## config.mk

```make
export PLATFORM = sky130hd
export DESIGN_NAME = date_serial_day_adder_flat
export DESIGN_NICKNAME = d
export VERILOG_FILES = /design/src/dsda_pkg.sv /design/src/dsda_if.sv /design/src/dsda_datapath.sv /design/src/dsda_ctrl.sv /design/src/date_serial_day_adder.sv /design/src/flat_wrapper.sv
export SDC_FILE = /design/constraint.sdc
export NUM_CORES = 2
export LEC_CHECK = 0
export ABC_CLOCK_PERIOD_IN_PS = 12200
export BUFFER_PORTS_ARGS = -buffer_cell sky130_fd_sc_hd__buf_2
export CORE_MARGIN = 2
export CORE_UTILIZATION = 35
export CTS_CLUSTER_SIZE = 28
export DETAILED_ROUTE_END_ITERATION = 12
export PLACE_DENSITY = 0.58
export SYNTH_ARGS = -nofsm -noshare
export SYNTH_HDL_FRONTEND = slang
export SYNTH_SLANG_ARGS = --single-unit
```

## constraint.sdc

```tcl
create_clock -name clk -period 12.2 [get_ports clk]
set_input_delay 0.61 -clock clk [delete_from_list [all_inputs] [get_ports clk]]
set_output_delay 0.61 -clock clk [all_outputs]
set_load 0.01 [all_outputs]
```

## src/dsda_pkg.sv

```systemverilog
`timescale 1ns / 1ps
`default_nettype none
package dsda_pkg;

  localparam int unsigned DEF_MAX_YEAR = 2500;
  localparam int unsigned BASE_YEAR    = 1900;

  localparam logic [2:0] ST_OK        = 3'd0;
  localparam logic [2:0] ST_BAD_CHAR  = 3'd1;
  localparam logic [2:0] ST_BAD_YEAR  = 3'd2;
  localparam logic [2:0] ST_BAD_MONTH = 3'd3;
  localparam logic [2:0] ST_BAD_DAY   = 3'd4;
  localparam logic [2:0] ST_OVERBOUND = 3'd5;

  // Commands from the controller to the datapath
  typedef struct packed {
    logic load;       // capture input, parse and check
    logic ystep;      // add one year length to the last-day bound, and to the running serial below the input year
    logic mstep;      // add one month length
    logic fin_in;     // finish input serial, form shifted serial
    logic ywalk;      // walk years for shifted serial
    logic mwalk;      // walk months for shifted serial
    logic emit;       // build output text
  } dsda_cmd_t;

  // Status back to the controller
  typedef struct packed {
    logic [2:0] status;
    logic       year_done;   // year walk has passed MAX_YEAR
    logic       month_done;  // input month reached
    logic       ydone;       // shifted year found
    logic       mdone;       // shifted month found
  } dsda_sts_t;

  // y / 100 by reciprocal multiply, exact for any 14-bit year
  function automatic logic [13:0] div100(input logic [13:0] y);
    logic [27:0] p;
    begin
      p = 28'(y) * 28'd5243;
      div100 = 14'(p >> 19);
    end
  endfunction

  function automatic logic is_leap(input logic [13:0] y);
    logic [13:0] q;
    logic [6:0]  r;
    begin
      q = div100(y);
      r = 7'(y - 14'(q * 14'd100));
      is_leap = (y[1:0] == 2'd0) && ((r != 7'd0) || (q[1:0] == 2'd0));
    end
  endfunction

  function automatic logic [4:0] month_days(input logic [13:0] y, input logic [3:0] m);
    begin
      case (m)
        4'd2: month_days = is_leap(y) ? 5'd29 : 5'd28;
        4'd4, 4'd6, 4'd9, 4'd11: month_days = 5'd30;
        default: month_days = 5'd31;
      endcase
    end
  endfunction

endpackage
`default_nettype wire

```

## src/dsda_if.sv

```systemverilog
`timescale 1ns / 1ps
`default_nettype none
interface dsda_in_if;
  logic        valid;
  logic        ready;
  logic [63:0] date_text;
  logic signed [18:0] day_offset;
  modport source (output valid, date_text, day_offset, input ready);
  modport sink   (input valid, date_text, day_offset, output ready);
endinterface

interface dsda_out_if;
  logic        valid;
  logic        ready;
  logic [2:0]  status;
  logic [17:0] serial_day;
  logic [2:0]  weekday;
  logic [17:0] shifted_serial;
  logic [63:0] shifted_text;
  modport source (output valid, status, serial_day, weekday, shifted_serial, shifted_text,
                  input ready);
  modport sink   (input valid, status, serial_day, weekday, shifted_serial, shifted_text,
                  output ready);
endinterface
`default_nettype wire

```

## src/dsda_datapath.sv

```systemverilog
`timescale 1ns / 1ps
`default_nettype none
module dsda_datapath #(
  parameter int unsigned MAX_YEAR = dsda_pkg::DEF_MAX_YEAR
) (
  input  wire                   clk,
  input  wire [63:0]            date_text,
  input  wire signed [18:0]     day_offset,
  input  dsda_pkg::dsda_cmd_t   cmd,
  output dsda_pkg::dsda_sts_t   sts,
  output logic [17:0]           serial_day,
  output logic [2:0]            weekday,
  output logic [17:0]           shifted_serial,
  output logic [63:0]           shifted_text
);
  import dsda_pkg::*;

  localparam logic [13:0] MAXY = 14'(MAX_YEAR);

  logic [2:0]  status;
  logic [13:0] yr, wy;
  logic [3:0]  mo, wm;
  logic [4:0]  dy;
  logic [13:0] cy;   // year counter for input serial
  logic [3:0]  cm;
  logic [21:0] acc;  // running serial of input date
  logic [21:0] sh;   // shifted serial, remaining days during walk
  logic [21:0] lastday;
  logic [21:0] lastsh;
  logic signed [18:0] off;
  logic [2:0]  wdc;  // weekday tracker
  logic [63:0] txt;

  // Parse bytes combinationally at load
  logic [3:0] dg [8];
  logic       badc;
  logic [13:0] py;
  logic [6:0]  pm, pd;
  always_comb begin
    badc = 1'b0;
    for (int i = 0; i < 8; i++) begin
      logic [7:0] c;
      c = date_text[56-8*i +: 8];
      if (c < 8'h30 || c > 8'h39) badc = 1'b1;
      dg[i] = c[3:0];
    end
    py = 14'(dg[0]) * 14'd1000 + 14'(dg[1]) * 14'd100 + 14'(dg[2]) * 14'd10 + 14'(dg[3]);
    pm = 7'(dg[4]) * 7'd10 + 7'(dg[5]);
    pd = 7'(dg[6]) * 7'd10 + 7'(dg[7]);
  end

  logic [8:0] ylen_c, ylen_w;
  assign ylen_c = is_leap(cy) ? 9'd366 : 9'd365;
  assign ylen_w = is_leap(wy) ? 9'd366 : 9'd365;

  // Digit split helpers: two decimal digits of a value below 100
  function automatic logic [15:0] two_dig(input logic [6:0] v);
    logic [3:0] t;
    begin
      t = 4'((15'(v) * 15'd205) >> 11);
      two_dig = {4'h3, t, 4'h3, 4'(v - 7'(t) * 7'd10)};
    end
  endfunction

  // Reduce a value below 42 modulo 7
  function automatic logic [2:0] mod7(input logic [5:0] v);
    logic [5:0] r;
    begin
      r = v;
      if (r >= 6'd28) r = r - 6'd28;
      if (r >= 6'd14) r = r - 6'd14;
      if (r >= 6'd7) r = r - 6'd7;
      mod7 = r[2:0];
    end
  endfunction

  logic [13:0] yq;
  logic [6:0]  yhi, ylo;
  assign yq  = div100(wy);
  assign yhi = 7'(yq);
  assign ylo = 7'(wy - 14'(yq * 14'd100));

  always_ff @(posedge clk) begin
    if (cmd.load) begin
      off <= day_offset;
      yr <= py; mo <= pm[3:0]; dy <= pd[4:0];
      cy <= 14'(BASE_YEAR); cm <= 4'd1; acc <= 22'd0; wdc <= 3'd0;
      lastday <= 22'd0;
      wy <= 14'(BASE_YEAR); wm <= 4'd1; txt <= 64'd0;
      if (badc) status <= ST_BAD_CHAR;
      else if (py < 14'(BASE_YEAR) || py > MAXY) status <= ST_BAD_YEAR;
      else if (pm < 7'd1 || pm > 7'd12) status <= ST_BAD_MONTH;
      else if (pd < 7'd1 || pd > 7'(month_days(py, pm[3:0]))) status <= ST_BAD_DAY;
      else status <= ST_OK;
    end
    // Year walk for input serial and last-day bound, up to MAX_YEAR
    if (cmd.ystep) begin
      if (cy < yr) begin
        acc <= acc + 22'(ylen_c);
        wdc <= mod7(6'(wdc) + ((ylen_c == 9'd366) ? 6'd2 : 6'd1));
      end
      lastday <= lastday + 22'(ylen_c);
      cy <= cy + 14'd1;
    end
    if (cmd.mstep) begin
      acc <= acc + 22'(month_days(yr, cm));
      wdc <= mod7(6'(wdc) + 6'(month_days(yr, cm)) - 6'd28);
      cm <= cm + 4'd1;
    end
    if (cmd.fin_in) begin
      logic [21:0] s;
      logic signed [23:0] t;
      s = acc + 22'(dy);
      acc <= s;
      wdc <= mod7(6'(wdc) + 6'(dy) - 6'd1);
      t = 24'(signed'({2'b0, s})) + 24'(off);
      if (t < 24'sd1 || t > 24'(signed'({2'b0, lastday}))) begin
        status <= ST_OVERBOUND;
        sh <= 22'd0;
      end else sh <= 22'(t);
    end
    if (cmd.ywalk && !sts.ydone) begin
      sh <= sh - 22'(ylen_w);
      wy <= wy + 14'd1;
    end
    if (cmd.mwalk && !sts.mdone) begin
      sh <= sh - 22'(month_days(wy, wm));
      wm <= wm + 4'd1;
    end
    if (cmd.emit) begin
      txt <= {two_dig(yhi), two_dig(ylo), two_dig({3'd0, wm}), two_dig(7'(sh))};
    end
  end

  assign sts.status     = status;
  assign sts.year_done  = (cy > MAXY);
  assign sts.month_done = (cm >= mo);
  assign sts.ydone      = (sh <= 22'(ylen_w)) || (wy >= MAXY);
  assign sts.mdone      = (wm >= 4'd12) || (sh <= 22'(month_days(wy, wm)));

  // Result fields track the state reached by the controller
  logic valid_in;
  assign valid_in       = (status == ST_OK) || (status == ST_OVERBOUND);
  assign serial_day     = valid_in ? acc[17:0] : 18'd0;
  assign weekday        = valid_in ? wdc : 3'd0;
  assign shifted_serial = (status == ST_OK) ? lastsh[17:0] : 18'd0;
  assign shifted_text   = (status == ST_OK) ? txt : 64'd0;

  always_ff @(posedge clk) begin
    if (cmd.fin_in) lastsh <= 22'(24'(signed'({2'b0, acc + 22'(dy)})) + 24'(off));
  end
endmodule
`default_nettype wire

```

## src/dsda_ctrl.sv

```systemverilog
`timescale 1ns / 1ps
`default_nettype none
module dsda_ctrl (
  input  wire                  clk,
  input  wire                  rst,
  input  wire                  in_valid,
  output logic                 in_ready,
  output logic                 out_valid,
  input  wire                  out_ready,
  input  dsda_pkg::dsda_sts_t  sts,
  output dsda_pkg::dsda_cmd_t  cmd
);
  import dsda_pkg::*;

  localparam logic [2:0] S_IDLE = 3'd0, S_CHK = 3'd1, S_YEAR = 3'd2, S_MON = 3'd3,
                         S_FIN = 3'd4, S_YW = 3'd5, S_MW = 3'd6, S_OUT = 3'd7;
  logic [2:0] state, state_next;
  logic       emit_pending;

  assign in_ready  = (state == S_IDLE);
  assign out_valid = (state == S_OUT) && !emit_pending;

  always_comb begin
    cmd = '0;
    state_next = state;
    case (state)
      S_IDLE: if (in_valid) begin cmd.load = 1'b1; state_next = S_CHK; end
      S_CHK: state_next = (sts.status == ST_OK) ? S_YEAR : S_OUT;
      S_YEAR: begin
        cmd.ystep = 1'b1;
        if (sts.year_done) begin cmd.ystep = 1'b0; state_next = S_MON; end
      end
      S_MON: begin
        if (sts.month_done) state_next = S_FIN;
        else cmd.mstep = 1'b1;
      end
      S_FIN: begin cmd.fin_in = 1'b1; state_next = S_YW; end
      S_YW: begin
        if (sts.status != ST_OK) state_next = S_OUT;
        else if (sts.ydone) state_next = S_MW;
        else cmd.ywalk = 1'b1;
      end
      S_MW: begin
        if (sts.mdone) begin cmd.emit = 1'b1; state_next = S_OUT; end
        else cmd.mwalk = 1'b1;
      end
      S_OUT: if (out_ready && !emit_pending) state_next = S_IDLE;
      default: state_next = S_IDLE;
    endcase
  end

  always_ff @(posedge clk) begin
    if (rst) begin
      state <= S_IDLE;
      emit_pending <= 1'b0;
    end else begin
      state <= state_next;
      emit_pending <= 1'b0;
    end
  end

  a_ready_idle: assert property (@(posedge clk) disable iff (rst)
    in_ready |-> !out_valid) else $error("ready while result pending");
  a_out_hold: assert property (@(posedge clk) disable iff (rst)
    out_valid && !out_ready |=> out_valid) else $error("result dropped");
  a_load_chk: assert property (@(posedge clk) disable iff (rst)
    cmd.load |=> state == S_CHK) else $error("load did not start check");
endmodule
`default_nettype wire

```

## src/date_serial_day_adder.sv

```systemverilog
`timescale 1ns / 1ps
`default_nettype none
// date_serial_day_adder: ASCII YYYYMMDD date plus signed day offset.
// Input channel (inp): date_text and day_offset; a transaction is taken
// when valid and ready are high at a rising clk edge.
// Output channel (outp): status, serial_day, weekday, shifted_serial,
// shifted_text, one result transaction per input transaction.
// The time from the input transaction to the result being presented depends
// on MAX_YEAR, the input month and the shifted year and month; an invalid
// date goes to the result straight after the check. For a date that passes
// the check, the year sweep runs over all years up to MAX_YEAR to form the
// upper bound.
// One item is in flight at a time: ready returns the cycle after the result
// is taken, and the next item waits until then.
// rst (synchronous) returns the controller to idle and drops any item.
// If the receiver stalls, the result holds on outp and no new input
// transaction is accepted until it is taken.
module date_serial_day_adder #(
  parameter int unsigned MAX_YEAR = dsda_pkg::DEF_MAX_YEAR
) (
  input wire          clk,
  input wire          rst,
  dsda_in_if.sink     inp,
  dsda_out_if.source  outp
);
  import dsda_pkg::*;

  dsda_cmd_t cmd;
  dsda_sts_t sts;

  dsda_ctrl u_ctrl (
    .clk(clk), .rst(rst),
    .in_valid(inp.valid), .in_ready(inp.ready),
    .out_valid(outp.valid), .out_ready(outp.ready),
    .sts(sts), .cmd(cmd)
  );

  dsda_datapath #(.MAX_YEAR(MAX_YEAR)) u_dp (
    .clk(clk), .date_text(inp.date_text), .day_offset(inp.day_offset),
    .cmd(cmd), .sts(sts),
    .serial_day(outp.serial_day), .weekday(outp.weekday),
    .shifted_serial(outp.shifted_serial), .shifted_text(outp.shifted_text)
  );
  assign outp.status = sts.status;
endmodule
`default_nettype wire
```

## src/flat_wrapper.sv

```systemverilog
// flat-port wrapper written by rule: the top's interface ports become plain ports
module date_serial_day_adder_flat import dsda_pkg::*;
#(
  parameter int unsigned MAX_YEAR = dsda_pkg::DEF_MAX_YEAR
)
  (clk, rst, inp_valid, inp_date_text, inp_day_offset, inp_ready, outp_valid, outp_status, outp_serial_day, outp_weekday, outp_shifted_serial, outp_shifted_text, outp_ready);
  dsda_in_if inp_i ();
  dsda_out_if outp_i ();
  input wire clk;
  input wire rst;
  input wire logic [$bits(inp_i.valid)-1:0] inp_valid;
  input wire logic [$bits(inp_i.date_text)-1:0] inp_date_text;
  input wire logic [$bits(inp_i.day_offset)-1:0] inp_day_offset;
  output wire logic [$bits(inp_i.ready)-1:0] inp_ready;
  output wire logic [$bits(outp_i.valid)-1:0] outp_valid;
  output wire logic [$bits(outp_i.status)-1:0] outp_status;
  output wire logic [$bits(outp_i.serial_day)-1:0] outp_serial_day;
  output wire logic [$bits(outp_i.weekday)-1:0] outp_weekday;
  output wire logic [$bits(outp_i.shifted_serial)-1:0] outp_shifted_serial;
  output wire logic [$bits(outp_i.shifted_text)-1:0] outp_shifted_text;
  input wire logic [$bits(outp_i.ready)-1:0] outp_ready;
  assign inp_i.valid = inp_valid;
  assign inp_i.date_text = inp_date_text;
  assign inp_i.day_offset = inp_day_offset;
  assign inp_ready = inp_i.ready;
  assign outp_valid = outp_i.valid;
  assign outp_status = outp_i.status;
  assign outp_serial_day = outp_i.serial_day;
  assign outp_weekday = outp_i.weekday;
  assign outp_shifted_serial = outp_i.shifted_serial;
  assign outp_shifted_text = outp_i.shifted_text;
  assign outp_i.ready = outp_ready;
  date_serial_day_adder #(.MAX_YEAR(MAX_YEAR)) u_core (.clk(clk), .rst(rst), .inp(inp_i), .outp(outp_i));
endmodule
```

==> results.sh <==
export IMPL_status="finished, final reports clean"
export IMPL_row_count=113
export IMPL_synth_top_cell_area_share_pct=27.25
export IMPL_ant_nets=0
export IMPL_clk_latency_ns=0.58
export IMPL_min_path_cells=1
export IMPL_slowest_delay_ns=0.70
export IMPL_regArea_um2=5715
export IMPL_arrival_ns=11.55
export IMPL_synth_seq_cells=201
export IMPL_area_delta_synth_final_pct=9.323
export IMPL_synth_edf_count=169
export IMPL_hold_end="u_core.u_dp.off[2]"
export IMPL_gp_congestion=0.8572
export IMPL_reg2regPathDepth=43
export IMPL_synthMostInstantiatedCell="ha_1"
export IMPL_cp_data_required_time_ns=12.69
export IMPL_first_pass_iters=5
export IMPL_multi_input_area_um2=24930
export IMPL_die_height_um=314.1
export IMPL_antenna_cells=0
export IMPL_vias_per_cell=4.933
export IMPL_crit_path_frequent_cell="ha_1"
export IMPL_synthCells=3551
export IMPL_cts_hold_buf=0
export IMPL_reg2reg_slack_ns=1.44
export IMPL_dieArea_um2=98670
export IMPL_port_buffers=175
export IMPL_synth_avg_cell_area_um2=9.479
export IMPL_cts_tree="yes"
export IMPL_clkTransAtPathRegs_ns=0.06
export IMPL_place_hpwl_um=68220
export IMPL_final_util_pct=38.67
export IMPL_worst_pin_slew_ns=1.067
export IMPL_cts_max_path_buffers=3
export IMPL_synthFlopType="edfxtp_1"
export IMPL_yosysWarnings=0
export IMPL_grt_max_degree=51
export IMPL_grt_ovfl_total=0
export IMPL_grt_usage_pct=16.88
export IMPL_netlist_top_cells_area="ha_1, fa_1, edfxtp_1"
export IMPL_min_period_over_period_pct=90.65
export IMPL_hold_ws_ns=0.2029
export IMPL_regToRegStartpoint="u_core.u_dp.wy[1]"
export IMPL_cp_start_kind="input pin"
export IMPL_critPathCaptureType="flip-flop"
export IMPL_hold_viol=0
export IMPL_rsz0062_at_grt="no"
export IMPL_post_cts_buffers=0
export IMPL_root_buffer="clkbuf_16"
export IMPL_grt_pass1_vias=25190
export IMPL_crit_path_max_fanout=7
export IMPL_fin_nets=4838
export IMPL_core_region_area_um2=95150
export IMPL_relSlewSlack_pct=28.11
export IMPL_slowest_stage="xnor2_1"
export IMPL_nFillCells=9584
export IMPL_h_tree_depth=1
export IMPL_r2r_end="u_core.u_dp.txt[35]"
export IMPL_synth_seq_area_share_pct=16.98
export IMPL_hp_class="in2reg"
export IMPL_cts_num_sinks=201
export IMPL_drtIter0Drc=1337
export IMPL_tns_ns=0
export IMPL_ys_types=98
export IMPL_synth_commonest_cells="ha_1, inv_1, fa_1"
export IMPL_io_pins=195
export IMPL_critPathKind="in2reg"
export IMPL_clock_skew_ns=0.02642
export IMPL_die_x_um=314.1
export IMPL_vias=24650
export IMPL_slew_viol_final=0
export IMPL_setup_violations=0
export IMPL_wl_per_cell_um=16.54
export IMPL_numCtsBuffers=26
export IMPL_ctsResizeCount=0
export IMPL_routed_wl_um=82610
export IMPL_cap_violations=0
export IMPL_ys_async_sr_fraction_pct=0
export IMPL_drive_above_1_share_pct=8.094
export IMPL_worstHoldStart="inp_day_offset[2]"
export IMPL_start_util_pct=35.37
export IMPL_route_detailed_drc=0
export IMPL_max_freq_mhz=90.42
export IMPL_grt_first_pass_wirelength_um=134900
export IMPL_antenna_found_initial=4
export IMPL_period_minus_slack_ns=11.06
export IMPL_synth_area_um2=33660
export IMPL_yosysTopAreaCell="ha_1"
==> cells in the final DEF, fill, tap and decap left out, types with 9 or more instances in the layout <==
master and count:
ha_1 733, inv_1 686, fa_1 307, nor2_1 190, buf_2 175, edfxtp_1 169, xnor2_1 152, nand2_1 148
a21oi_1 142, o21ai_0 122, and2_1 90, a21o_1 65, nand3_1 57, nor3_1 51, xor2_1 45, buf_4 37
a31oi_1 33, dfxtp_1 32, nand4_1 29, clkbuf_16 26, and3_1 25, o21a_1 19, nor2b_1 19, conb_1 19
nand2b_1 18, nor4_1 18, a211oi_1 17, o211ai_1 17, o22ai_1 17, o21bai_1 15, or3_1 15, or2_2 12
a22oi_1 12, clkbuf_1 9
==> logic make-up after synthesis <==
kind of cell               count (synthesis)  share of synthesized area [%]
buffers and inverters                    786                          9.278
AOI/OAI and AO/OA                        588                          11.57
other                                      1                        0.01114
and+or+nand+nor                          722                          10.89
xor gates and xnor gates                 201                          5.394
DFF                                      201                          16.98
muxes                                     12                         0.3754
adders and majority gates               1040                          45.51
==> cell type report <==
type	instances	share of cell area, %
Clock buffer	38	1.972
Clock inverter	10	0.2992
Inverter	688	7.018
Multi-Input combinational cell	2582	67.74
Sequential cell	201	15.53
Tap cell	1265	4.301
Timing Repair Buffer	212	3.135
==> through the flow <==
step | area (um2) | std cells | setup WS, ns
after floorplan | 33730 | 3569 | 1.500
final | 36800 | 4996 | 1.140
after detailed placement | 35960 | 4948 | 0.5172
after global placement | 35960 | 4948 | 0.6665
after CTS | 36800 | 4996 | 1.073
after global routing | 36800 | 4996 | 0.4685
==> worst max-delay path by stage <==
stage	from	end	slack, ns	cells after the start
after floorplan	inp_date_text[57]	u_core.u_dp.status[2]	1.50	47
after global placement	inp_date_text[57]	u_core.u_dp.status[2]	0.67	47
after detailed placement	inp_date_text[57]	u_core.u_dp.status[2]	0.52	46
after CTS	inp_date_text[57]	u_core.u_dp.status[2]	1.07	46
after global routing	inp_date_text[57]	u_core.u_dp.status[2]	0.47	45
final	inp_date_text[57]	u_core.u_dp.status[2]	1.14	47
==> state kept, by name, indices dropped and copies added, names as in the netlist, 18 cells and up <==
register	count
u_core.u_dp.off	19
u_core.u_dp.lastday	22
u_core.u_dp.lastsh	18
u_core.u_dp.txt	30
u_core.u_dp.sh	22
u_core.u_dp.acc	22
==> layer usage <==
metal,vias to the layer above,GRT usage (%),share of wire [%]
met5,-,0,0.016
met4,2,2.686,1.2
met3,55,1.752,4.5
met2,499,28.20,47
met1,11820,23.91,48
li1,12270,-,-
==> critical path: cells and delay by family <==
family          cells  cell delay [ns]
xor+xnor            9             1.95
fa+ha+maj          14             5.78
compound gates     14             2.17
buf+inv             8             0.82
simple gates        2             0.23
Power is not shown: default switching activity piles up to over one toggle a cycle in this logic, so the estimate is an artifact.
